$ cat src/sv/lrrg_pkg.sv
// ---------------------------------------------------------------------------
// lrrg_pkg: shared types and constants for the Lehmer range generator
// Holds the generator constants, the action codes and the command and
// status bundles between the controller and the datapath.
// ---------------------------------------------------------------------------
package lrrg_pkg;

  // Lehmer generator: seed' = seed * 48271 mod (2^31 - 1)
  localparam int unsigned DRAW_W    = 31;
  localparam int unsigned MULT_W    = 16;
  localparam int unsigned PROD_W    = DRAW_W + MULT_W;
  localparam int unsigned DATA_W    = 32;
  localparam int unsigned PCT_W     = 7;
  localparam int unsigned BOUND_W   = DATA_W + 1;
  localparam int unsigned ACC_W     = DATA_W + 2;
  localparam int unsigned DIV_CNT_W = $clog2(DRAW_W);

  localparam logic [MULT_W-1:0] LCG_MULT = 16'd48271;
  localparam logic [DRAW_W-1:0] LCG_MOD  = 31'h7FFF_FFFF;

  // seed folding modulus 2^31 - 2
  localparam logic signed [ACC_W-1:0] FOLD_MOD = 34'sd2147483646;

  // narrow spans take the draw modulo the span
  localparam int unsigned SMALL_SPAN_LIMIT_LOG2 = 20;
  localparam logic [DATA_W-1:0] SMALL_TOP_LIMIT =
    DATA_W'((64'd1 << SMALL_SPAN_LIMIT_LOG2) - 64'd1);

  // percentage test draws in 1..100
  localparam logic signed [BOUND_W-1:0] PERCENT_LOW  = 33'sd1;
  localparam logic signed [BOUND_W-1:0] PERCENT_HIGH = 33'sd100;

  // high - low when the span wraps to zero
  localparam logic signed [ACC_W-1:0] ZERO_SPAN_DIFF = 34'sh0_FFFF_FFFF;

  typedef enum logic [1:0] {
    ACT_LOAD   = 2'd0,
    ACT_RAW    = 2'd1,
    ACT_CHOICE = 2'd2,
    ACT_TRUTH  = 2'd3
  } lrrg_action_t;

  typedef struct packed {
    logic load;
    logic fold_step;
    logic fold_commit;
    logic mul;
    logic reduce;
    logic setup;
    logic div_start;
    logic div_step;
    logic take_x;
    logic out_load;
  } lrrg_cmd_t;

  typedef struct packed {
    logic fold_done;
    logic range_err;
    logic narrow;
    logic x_fits;
  } lrrg_status_t;

endpackage

$ cat src/sv/lrrg_dp.sv
// ---------------------------------------------------------------------------
// lrrg_dp: datapath of the Lehmer range generator
// Seed register, 31x16 multiplier with Mersenne reduction, seed folder,
// bit-serial remainder unit, span mask and the result register.
// ---------------------------------------------------------------------------
module lrrg_dp import lrrg_pkg::*; (
  input  logic                     clk,
  input  logic                     rst,
  input  lrrg_cmd_t                cmd,
  input  logic [1:0]               action,
  input  logic signed [DATA_W-1:0] first_value,
  input  logic signed [DATA_W-1:0] second_value,
  input  logic [PCT_W-1:0]         percent_true,
  output lrrg_status_t             status,
  output logic signed [DATA_W-1:0] value,
  output logic                     truth,
  output logic                     range_error
);

  logic [DRAW_W-1:0]         seed;
  logic [PROD_W-1:0]         prod;
  logic signed [ACC_W-1:0]   acc;
  logic signed [BOUND_W-1:0] low;
  logic signed [BOUND_W-1:0] high;
  logic [PCT_W-1:0]          pct;
  lrrg_action_t              op;
  logic [DATA_W-1:0]         top;
  logic [DATA_W-1:0]         mask;
  logic                      err;
  logic                      narrow;
  logic [DATA_W-1:0]         x;
  logic [DRAW_W-1:0]         sh;

  logic signed [ACC_W-1:0]   diff;
  logic [DATA_W-1:0]         mask_next;
  logic [DATA_W-1:0]         red_sum;
  logic [DRAW_W-1:0]         seed_next;
  logic [DATA_W-1:0]         masked;
  logic [DATA_W-1:0]         span;
  logic [DATA_W-1:0]         trial;
  logic [DATA_W-1:0]         choice;

  // span bounds and error check
  assign diff = ACC_W'(high) - ACC_W'(low);
  assign status.range_err = diff[ACC_W-1] || (diff == ZERO_SPAN_DIFF);
  assign status.fold_done = !acc[ACC_W-1] && (acc < FOLD_MOD);
  assign status.narrow    = narrow;

  // smallest all-ones mask covering high - low
  always_comb begin
    mask_next = diff[DATA_W-1:0];
    mask_next = mask_next | (mask_next >> 1);
    mask_next = mask_next | (mask_next >> 2);
    mask_next = mask_next | (mask_next >> 4);
    mask_next = mask_next | (mask_next >> 8);
    mask_next = mask_next | (mask_next >> 16);
  end

  // Mersenne reduction of the registered product
  always_comb begin
    red_sum = {1'b0, prod[DRAW_W-1:0]} + DATA_W'(prod[PROD_W-1:DRAW_W]);
    if (red_sum >= {1'b0, LCG_MOD}) begin
      red_sum = red_sum - {1'b0, LCG_MOD};
    end
    seed_next = red_sum[DRAW_W-1:0];
  end

  // rejection test for wide spans
  assign masked        = {1'b0, seed} & mask;
  assign status.x_fits = (masked <= top);

  // one restoring remainder step
  assign span  = top + DATA_W'(1);
  assign trial = {x[DATA_W-2:0], sh[DRAW_W-1]};

  assign choice = low[DATA_W-1:0] + x;

  // seed register
  always_ff @(posedge clk) begin
    if (rst) begin
      seed <= DRAW_W'(1);
    end else if (cmd.fold_commit) begin
      seed <= acc[DRAW_W-1:0] + DRAW_W'(1);
    end else if (cmd.reduce) begin
      seed <= seed_next;
    end
  end

  // operand capture, fold, multiply, span setup and remainder
  always_ff @(posedge clk) begin
    if (cmd.load) begin
      op  <= lrrg_action_t'(action);
      pct <= percent_true;
      acc <= ACC_W'(first_value) - ACC_W'(1);
      if (lrrg_action_t'(action) == ACT_TRUTH) begin
        low  <= PERCENT_LOW;
        high <= PERCENT_HIGH;
      end else begin
        low  <= BOUND_W'(first_value);
        high <= BOUND_W'(second_value);
      end
    end else if (cmd.fold_step) begin
      if (acc[ACC_W-1]) begin
        acc <= acc + FOLD_MOD;
      end else begin
        acc <= acc - FOLD_MOD;
      end
    end
    if (cmd.mul) begin
      prod <= PROD_W'(seed) * PROD_W'(LCG_MULT);
    end
    if (cmd.setup) begin
      top    <= diff[DATA_W-1:0];
      mask   <= mask_next;
      err    <= status.range_err;
      narrow <= (diff[DATA_W-1:0] < SMALL_TOP_LIMIT);
    end
    if (cmd.div_start) begin
      sh <= seed;
      x  <= '0;
    end else if (cmd.div_step) begin
      sh <= {sh[DRAW_W-2:0], 1'b0};
      if (trial >= span) begin
        x <= trial - span;
      end else begin
        x <= trial;
      end
    end else if (cmd.take_x) begin
      x <= masked;
    end
  end

  // result register
  always_ff @(posedge clk) begin
    if (cmd.out_load) begin
      value       <= '0;
      truth       <= 1'b0;
      range_error <= 1'b0;
      case (op)
        ACT_LOAD, ACT_RAW: begin
          value <= DATA_W'(seed);
        end
        ACT_CHOICE: begin
          if (err) begin
            range_error <= 1'b1;
          end else begin
            value <= choice;
          end
        end
        ACT_TRUTH: begin
          truth <= (choice <= DATA_W'(pct));
        end
        default: begin
          value <= '0;
        end
      endcase
    end
  end

  a_seed_range: assert property (@(posedge clk) disable iff (rst)
    (seed != '0) && (seed != LCG_MOD))
    else $error("seed left the generator range");

  a_fold_range: assert property (@(posedge clk) disable iff (rst)
    cmd.fold_commit |-> (!acc[ACC_W-1] && (acc < FOLD_MOD)))
    else $error("seed fold committed out of range");

  a_take_fit: assert property (@(posedge clk) disable iff (rst)
    cmd.take_x |=> (x <= top))
    else $error("wide draw taken above the span");

endmodule

$ cat src/sv/lrrg_ctrl.sv
// ---------------------------------------------------------------------------
// lrrg_ctrl: controller of the Lehmer range generator
// Sequences seed folding, draws, rejection redraws and the remainder
// steps, and manages the result register handshake.
// ---------------------------------------------------------------------------
module lrrg_ctrl import lrrg_pkg::*; (
  input  logic         clk,
  input  logic         rst,
  input  logic         req_valid,
  output logic         req_stall,
  input  logic [1:0]   action,
  output logic         rsp_valid,
  input  logic         rsp_stall,
  input  lrrg_status_t status,
  output lrrg_cmd_t    cmd
);

  typedef enum logic [2:0] {
    S_IDLE,
    S_FOLD,
    S_CHECK,
    S_MUL,
    S_RED,
    S_DRAWN,
    S_DIV,
    S_FINISH
  } state_t;

  state_t               state;
  state_t               state_next;
  lrrg_action_t         op;
  logic [DIV_CNT_W-1:0] cnt;

  assign req_stall = (state != S_IDLE);

  // next state and datapath commands
  always_comb begin
    state_next = state;
    cmd        = '0;
    case (state)
      S_IDLE: begin
        if (req_valid) begin
          cmd.load = 1'b1;
          case (lrrg_action_t'(action))
            ACT_LOAD: state_next = S_FOLD;
            ACT_RAW:  state_next = S_MUL;
            default:  state_next = S_CHECK;
          endcase
        end
      end
      S_FOLD: begin
        if (status.fold_done) begin
          cmd.fold_commit = 1'b1;
          state_next      = S_FINISH;
        end else begin
          cmd.fold_step = 1'b1;
        end
      end
      S_CHECK: begin
        cmd.setup = 1'b1;
        if (status.range_err) begin
          state_next = S_FINISH;
        end else begin
          state_next = S_MUL;
        end
      end
      S_MUL: begin
        cmd.mul    = 1'b1;
        state_next = S_RED;
      end
      S_RED: begin
        cmd.reduce = 1'b1;
        state_next = S_DRAWN;
      end
      S_DRAWN: begin
        if (op == ACT_RAW) begin
          state_next = S_FINISH;
        end else if (status.narrow) begin
          cmd.div_start = 1'b1;
          state_next    = S_DIV;
        end else if (status.x_fits) begin
          cmd.take_x = 1'b1;
          state_next = S_FINISH;
        end else begin
          state_next = S_MUL;
        end
      end
      S_DIV: begin
        cmd.div_step = 1'b1;
        if (cnt == '0) begin
          state_next = S_FINISH;
        end
      end
      S_FINISH: begin
        if (!rsp_valid || !rsp_stall) begin
          cmd.out_load = 1'b1;
          state_next   = S_IDLE;
        end
      end
      default: begin
        state_next = S_IDLE;
      end
    endcase
  end

  // hold state, action, step count and result valid
  always_ff @(posedge clk) begin
    if (rst) begin
      state     <= S_IDLE;
      rsp_valid <= 1'b0;
      op        <= ACT_LOAD;
      cnt       <= '0;
    end else begin
      state <= state_next;
      if (cmd.load) begin
        op <= lrrg_action_t'(action);
      end
      if (cmd.div_start) begin
        cnt <= DIV_CNT_W'(DRAW_W - 1);
      end else if (cmd.div_step) begin
        cnt <= cnt - DIV_CNT_W'(1);
      end
      if (cmd.out_load) begin
        rsp_valid <= 1'b1;
      end else if (!rsp_stall) begin
        rsp_valid <= 1'b0;
      end
    end
  end

  a_load_free: assert property (@(posedge clk) disable iff (rst)
    cmd.out_load |-> (!rsp_valid || !rsp_stall))
    else $error("result register overwritten while stalled");

  a_accept_busy: assert property (@(posedge clk) disable iff (rst)
    (req_valid && !req_stall) |=> req_stall)
    else $error("second item accepted while busy");

  a_err_short: assert property (@(posedge clk) disable iff (rst)
    (state == S_CHECK && status.range_err) |=> (state == S_FINISH))
    else $error("range error did not skip the draw");

endmodule

$ cat src/sv/lehmer_random_range_generator_unit.sv
// ---------------------------------------------------------------------------
// lehmer_random_range_generator_unit: Lehmer (48271, 2^31-1) range generator
// Loads a seed, draws raw values, draws values in a range, and runs a
// percentage test, one result per transfer in.
// ---------------------------------------------------------------------------
// One item is taken at a time; a finished result waits in an output
// register, so the next item can be taken while it is still stalled.
// A seed load folds the seed; a raw draw multiplies and reduces once. A
// narrow range choice and the percentage test run the 31-step bit-serial
// remainder unit that takes the draw modulo the span. A wide range choice
// draws again on the shared 31x16 multiplier for each rejected draw
// (fewer than one on average). A choice with high below low, or with the
// full 32-bit span, returns range_error and leaves the seed as it was.
module lehmer_random_range_generator_unit import lrrg_pkg::*; (
  input  logic                     clk,
  input  logic                     rst,
  input  logic                     req_valid,
  output logic                     req_stall,
  input  logic [1:0]               action,
  input  logic signed [DATA_W-1:0] first_value,
  input  logic signed [DATA_W-1:0] second_value,
  input  logic [PCT_W-1:0]         percent_true,
  output logic                     rsp_valid,
  input  logic                     rsp_stall,
  output logic signed [DATA_W-1:0] value,
  output logic                     truth,
  output logic                     range_error
);

  lrrg_cmd_t    cmd;
  lrrg_status_t status;

  // sequencer
  lrrg_ctrl u_ctrl (
    .clk       (clk),
    .rst       (rst),
    .req_valid (req_valid),
    .req_stall (req_stall),
    .action    (action),
    .rsp_valid (rsp_valid),
    .rsp_stall (rsp_stall),
    .status    (status),
    .cmd       (cmd)
  );

  // seed, arithmetic and result register
  lrrg_dp u_dp (
    .clk          (clk),
    .rst          (rst),
    .cmd          (cmd),
    .action       (action),
    .first_value  (first_value),
    .second_value (second_value),
    .percent_true (percent_true),
    .status       (status),
    .value        (value),
    .truth        (truth),
    .range_error  (range_error)
  );

endmodule
$ cat config.mk
export PLATFORM = sky130hd
export DESIGN_NAME = lehmer_random_range_generator_unit
export DESIGN_NICKNAME = d
export VERILOG_FILES = /design/src/sv/lrrg_pkg.sv /design/src/sv/lrrg_dp.sv /design/src/sv/lrrg_ctrl.sv /design/src/sv/lehmer_random_range_generator_unit.sv
export SDC_FILE = /design/constraint.sdc
export NUM_CORES = 2
export LEC_CHECK = 0
export ABC_CLOCK_PERIOD_IN_PS = 9030
export BUFFER_PORTS_ARGS = -buffer_cell sky130_fd_sc_hd__buf_2
export CAP_MARGIN = 20
export CELL_PAD_IN_SITES_DETAIL_PLACEMENT = 2
export CELL_PAD_IN_SITES_GLOBAL_PLACEMENT = 2
export CORE_ASPECT_RATIO = 0.8
export CORE_MARGIN = 2
export CORE_UTILIZATION = 41
export DETAILED_ROUTE_END_ITERATION = 10
export GPL_TIMING_DRIVEN = 1
export PLACE_DENSITY_LB_ADDON = 0.3
export SETUP_SLACK_MARGIN = 0.3
export SLEW_MARGIN = 20
export SYNTH_ARGS = -nofsm -noshare
export SYNTH_HDL_FRONTEND = slang
export SYNTH_SLANG_ARGS = --single-unit
$ cat constraint.sdc
create_clock -name clk -period 9.03 [get_ports clk]
set_input_delay 0.903 -clock clk [delete_from_list [all_inputs] [get_ports clk]]
set_output_delay 0.903 -clock clk [all_outputs]
set_load 0.1 [all_outputs]
# Word level (Yosys, flattened, before mapping)
# Cells that the tools add are included.
# totals
out_inout_bits	36
register_bits	359
wordCells	128
in_bits	77
# op_classes
n_reduce_logical	18
n_mux	46
add_sub_neg	11
order_cmp	6
mul	1
bitwise_logic	6
n_eq_ne	19
# ops
cell	count
31-bit 2-to-1 mux	5
32-bit 2-to-1 mux	4
34-bit 2-to-1 mux	3
32-bit one-hot mux with 2 select lines	1
31-bit by 16-bit multiplier with 47-bit output (second input constant)	1
34-bit by 32-bit adder with 34-bit output (second input constant)	1
34-bit by 33-bit == test with 1-bit output (second input constant)	1
34-bit by 32-bit less-than comparator with 1-bit output (second input constant)	1
34-bit by 32-bit subtractor with 34-bit output (second input constant)	1
32-bit by 2-bit subtractor with 33-bit output (second input constant)	1
32-bit by 32-bit subtractor with 33-bit output	1
31-bit by 16-bit adder with 32-bit output	1
32-bit by 1-bit adder with 32-bit output (second input constant)	1
32-bit adder	1
31-bit by 32-bit bitwise AND with 32-bit output	1
32-bit by 31-bit >= comparator with 1-bit output (second input constant)	1
32-bit >= comparator	1
32-bit <= comparator	1
32-bit by 7-bit <= comparator with 1-bit output	1
32-bit by 20-bit less-than comparator with 1-bit output (second input constant)	1
32-bit by 16-bit OR with 32-bit output	1
32-bit by 24-bit OR with 32-bit output	1
32-bit by 28-bit OR with 32-bit output	1
32-bit by 30-bit OR with 32-bit output	1
other kinds (28)	74

# Longest topological paths before layout
# logic_depth
word_depth	8
ltp_mapped	24
ltp_nobuf	24

# Hierarchy
# A second synthesis with hierarchy kept.
# unflattened
hier_cells	3550
area_unflattened_um2	33518.4
# by_module_without_submodules
module	cells_per_inst	area_per_inst_um2	instances
lrrg_dp	3466	32817.7	1
lrrg_ctrl	84	700.7	1

# Worst setup path after synthesis
# OpenSTA, ideal clock, no wires.
# synth_timing
kind	register to register
startpoint	reg u_dp.seed[17]
endpoint	reg u_dp.prod[43], data pin
t_arrival_ns	5.976
setup_slack_ns	2.794
path_stages_with_launch	23
setup_ns	0.260
n_path_buf	0
cell_sequence	dfxtp_1 -> inv_1 -> fa_1 -> inv_1 -> fa_1 -> fa_1 -> fa_1 -> fa_1 -> inv_1 -> fa_1 -> inv_1 -> ha_1 -> a21o_1 -> a21o_1 -> a21oi_1 -> o21bai_1 -> a221oi_1 -> o211ai_1 -> a31oi_1 -> o21bai_1 -> a21o_1 -> a21oi_1 -> xnor2_1
# synth_via
elab_chain_cells	1
# synth_rtl
item	line	text
start, declared	lrrg_dp.sv:20	logic [DRAW_W-1:0] seed;
start signal, assigned	lrrg_dp.sv:83	seed <= acc[DRAW_W-1:0] + DRAW_W'(1);
start signal, assigned	lrrg_dp.sv:85	seed <= seed_next;
31-bit by 16-bit multiplier with 47-bit output	lrrg_dp.sv:110	prod <= PROD_W'(seed) * PROD_W'(LCG_MULT);
end signal, assigned	lrrg_dp.sv:110	
end, declared	lrrg_dp.sv:21	logic [PROD_W-1:0] prod;
# Every way passes these cells.
# A chain may end at the register's enable or synchronous reset.

# Worst setup path in the final report
# layout_timing
startpoint	reg u_dp.seed[7]
endpoint	reg u_dp.prod[42], data pin
# The elaborated chain is that of the path after synthesis.

==> run summary <==
TritonCTS built the clock tree. The summed negative setup slack over all endpoints came out at 0 ns. Max-cap violations in this run came to 0. The share of the clock period used by the worst path after layout came out at 81.2%. The number of iterations in the first detailed-routing pass is 7. STA classifies the critical path startpoint as a register. The deepest clock path buffer count is 3.

The via count of the first global-routing pass is 31,400. The highest net fanout along the worst path is 9. Entering global routing, the biggest net connects 95 pins. The count of antenna-violating nets left after detailed routing is 0. The most used flip-flop cell after synthesis is sky130_fd_sc_hd__edfxtp_1.

The worst path needs 7.33 ns of the cycle, external delays included. The die covers 84,300 sq um. The chip width is 324 microns. The critical path in this run is classified as register to register. The normalized max-slew margin is 20.4%.

The detailed-route DRC error count is 0. After legalization and detailed placement, the total HPWL measured 116,000 microns. The die is 260 microns tall.

The detail-routed net length per standard cell came out at 29.8 microns. The number of antenna violations at the first check in global routing is 23. The wire length of the first global-routing pass is 210,000 microns. Setup violations remaining at the end of the flow were counted as 0. After synthesis, the cell types taking the most area are sky130_fd_sc_hd__edfxtp_1 (25%), sky130_fd_sc_hd__ha_1 (13%), sky130_fd_sc_hd__fa_1 (11%), sky130_fd_sc_hd__inv_1 (4.9%), sky130_fd_sc_hd__dfxtp_1 (4.4%). The number of port buffers is 112. For the worst-skew pair, the clock arrives at the later sink with an insertion delay of 0.63 ns. After synthesis, the largest area contributor takes up 25.4% of total cell area. The clock transition time at the flip-flop clock pins of the worst setup and hold paths came out at 0.06 ns. At the pin with the least slew margin, the transition time is 1.19 ns.

The fraction of synthesis flops using an asynchronous set or reset pin came out at 0%. For this block, the initial DRC count from the detailed router was 2,802. The clock net in this run drives a total of 358 sinks. The count of synthesis-stage warnings from yosys is 0. The max-slew violation count is 0. The overall track demand over capacity in global routing came out at 33.8%.

The vias per cell is 6.17. Data on the critical path is required at its endpoint by 9.37 ns. The upper clock frequency limit came out at 136 MHz. The largest total area in the synthesized netlist belongs to sky130_fd_sc_hd__edfxtp_1.

The count of different cell masters after synthesis is 99. The hold violation count in the final report is 0. The number of CTS-inserted buffers is 45.

The core region is 80,900 sq um. The tightest min-delay check is of the input port to register type. The run finished with clean final reports. Pin placement for this block handled 113 I/O pins. The number of synthesized flops with an enable pin is 284. After filler insertion, the fill cell instance count of the layout stands at 8,710. The starting density of the core is 41.6%.

The setup skew after layout came out at 0.0418 ns. The final estimated routing congestion in global placement came out at 0.969. The net count reported at finish came out at 4,284. The area growth from synthesis to layout is 9.98%. Data on the critical path arrives at its endpoint at 7.67 ns. The number of gates resized after cts is 0. The share of post-route cells with drive strength above 1 came out at 8.00%. The global-route congestion overflow total is 0. The number of nets in the synthesized netlist is 4,210. The area of the mapped netlist is 33,600 sq um.

The top cell types in the final layout, fill and taps aside, are sky130_fd_sc_hd__inv_1 (435), sky130_fd_sc_hd__ha_1 (349), sky130_fd_sc_hd__edfxtp_1 (284). In this run the post-CTS setup repair buffer count came out at 0. In this run, synthesis produced a sequential element count of 358. The routed design has 143,000 microns of wire. Setup repair after global routing left no endpoint under its margin. The root buffer cell is sky130_fd_sc_hd__clkbuf_16. The H-tree depth is 2.

The total vias in the final route came out at 29,600. The utilization of the core after routing came out at 45.7%. Leaving out fill and tap cells, the most frequent cell in the layout is sky130_fd_sc_hd__inv_1. Synthesis produced a netlist whose cell count is 3,592. The total of hold buffers inserted after clock tree synthesis came out at 0. The type of element capturing the critical path is a register. The site row count came out at 93. The post-synthesis area per instance came out at 9.36 sq um. The portion of the post-synthesis area used by sequential elements is 29.8%.
[cell type report]
class                           count  area (sq um)  share of cell area, %
Multi-Input combinational cell   2682         21600                   58.4
Sequential cell                   358         10000                   27.1
Inverter                          437          1640                   4.44
Tap cell                         1092          1370                   3.70
Clock buffer                       55          1230                   3.32
Timing Repair Buffer              142           810                   2.19
Clock inverter                     26           327                  0.883
Antenna cell                        4          10.0                 0.0271
[per-stage QoR]
| step | setup slack, ns | instances | cell area (sq um) | hold slack, ns |
|---|---|---|---|---|
| after global placement | 2.12 | 4710 | 35400 | 0.440 |
| after global routing | 1.41 | 4792 | 37000 | 0.451 |
| after CTS | 1.71 | 4791 | 36900 | 0.445 |
| after floorplan | 2.79 | 3592 | 33600 | 0.432 |
| final | 1.70 | 4796 | 37000 | 0.472 |
| after detailed placement | 1.80 | 4710 | 35400 | 0.465 |
[registers in the layout (all words and copies together) (netlist names), 32 cells and up]
| name | count |
|---|---|
| u_dp.high | 32 |
| u_dp.mask | 32 |
| u_dp.value | 32 |
| u_dp.acc | 34 |
| u_dp.x | 32 |
| u_dp.low | 32 |
| u_dp.prod | 47 |
[critical path, stage by stage (launching register included)]
cell and delay [ns]:
sky130_fd_sc_hd__dfxtp_1 0.68, sky130_fd_sc_hd__inv_1 0.21, sky130_fd_sc_hd__fa_1 0.59, sky130_fd_sc_hd__inv_1 0.09
sky130_fd_sc_hd__fa_1 0.50, sky130_fd_sc_hd__fa_1 0.54, sky130_fd_sc_hd__fa_1 0.54, sky130_fd_sc_hd__fa_1 0.56
sky130_fd_sc_hd__inv_1 0.07, sky130_fd_sc_hd__fa_1 0.53, sky130_fd_sc_hd__inv_1 0.04, sky130_fd_sc_hd__ha_1 0.35
sky130_fd_sc_hd__a21o_1 0.18, sky130_fd_sc_hd__a21o_1 0.17, sky130_fd_sc_hd__a21oi_1 0.13, sky130_fd_sc_hd__o21ai_0 0.15
sky130_fd_sc_hd__a22oi_1 0.29, sky130_fd_sc_hd__nand2_1 0.15, sky130_fd_sc_hd__a41o_1 0.31, sky130_fd_sc_hd__o21a_1 0.20
sky130_fd_sc_hd__a21oi_1 0.38, sky130_fd_sc_hd__o21ai_0 0.18, sky130_fd_sc_hd__xor2_1 0.18
[kinds of logic (layout without fill, tap and decap cells)]
group           after synthesis  after routing  share of synthesized area [%]
flops                       358            358                           29.8
fa+ha+maj                   541            541                           24.4
xor+xnor                    266            266                           6.93
mux                          47             47                           1.50
other cells                   0              4                              0
simple gates                987            987                           15.1
compound gates              841            841                           16.1
buf+inv                     552            660                           6.21
[per-layer routing]
layer / GRT usage, % / vias up / part of all wire [%]
li1: - / 12900 / -
met1: 49.2 / 15400 / 46
met2: 50.9 / 1095 / 43
met3: 7.49 / 186 / 8.9
met4: 7.36 / 16 / 2.1
met5: 0 / - / 0.066
[final timing paths]
| kind | from | to | slack (ns) | cells past startpoint |
|---|---|---|---|---|
| worst max-delay path | u_dp.seed[7] | u_dp.prod[42] | 1.70 | 22 |
| worst min-delay path | percent_true[5] | u_dp.pct[5] | 0.47 | 1 |
| worst max register to register | u_dp.seed[7] | u_dp.prod[42] | 1.70 | 22 |
| worst min register to register | u_ctrl.op[0] | u_ctrl.op[0] | 0.47 | 2 |
[synth_stat cells, types with 8 or more instances]
master and n:
sky130_fd_sc_hd__or2_2 11, sky130_fd_sc_hd__o21ai_0 219, sky130_fd_sc_hd__o2111ai_1 8, sky130_fd_sc_hd__nor2_1 181, sky130_fd_sc_hd__nand4_1 48, sky130_fd_sc_hd__xor2_1 98, sky130_fd_sc_hd__a22oi_1 11, sky130_fd_sc_hd__dfxtp_1 74
sky130_fd_sc_hd__clkbuf_1 106, sky130_fd_sc_hd__nand3_1 103, sky130_fd_sc_hd__mux2i_1 19, sky130_fd_sc_hd__ha_1 349, sky130_fd_sc_hd__nand2b_1 27, sky130_fd_sc_hd__o21bai_1 22, sky130_fd_sc_hd__a21oi_1 207, sky130_fd_sc_hd__o21a_1 25
sky130_fd_sc_hd__nand2_1 231, sky130_fd_sc_hd__inv_1 436, sky130_fd_sc_hd__nor2b_1 22, sky130_fd_sc_hd__and2_1 116, sky130_fd_sc_hd__a21o_1 88, sky130_fd_sc_hd__xnor2_1 168, sky130_fd_sc_hd__nor4_1 36, sky130_fd_sc_hd__o211ai_1 22
sky130_fd_sc_hd__o31ai_1 14, sky130_fd_sc_hd__o22ai_1 36, sky130_fd_sc_hd__a31oi_1 41, sky130_fd_sc_hd__fa_1 192, sky130_fd_sc_hd__mux2_2 28, sky130_fd_sc_hd__and4_1 15, sky130_fd_sc_hd__a31o_2 8, sky130_fd_sc_hd__a211oi_1 30
sky130_fd_sc_hd__edfxtp_1 284, sky130_fd_sc_hd__nor3_1 83, sky130_fd_sc_hd__and3_1 31, sky130_fd_sc_hd__or3_1 32, sky130_fd_sc_hd__or4_1 15, sky130_fd_sc_hd__o2bb2ai_1 8, sky130_fd_sc_hd__a221oi_1 8
Power is not shown: default switching activity piles up to over one toggle a cycle in this logic, so the estimate is an artifact.
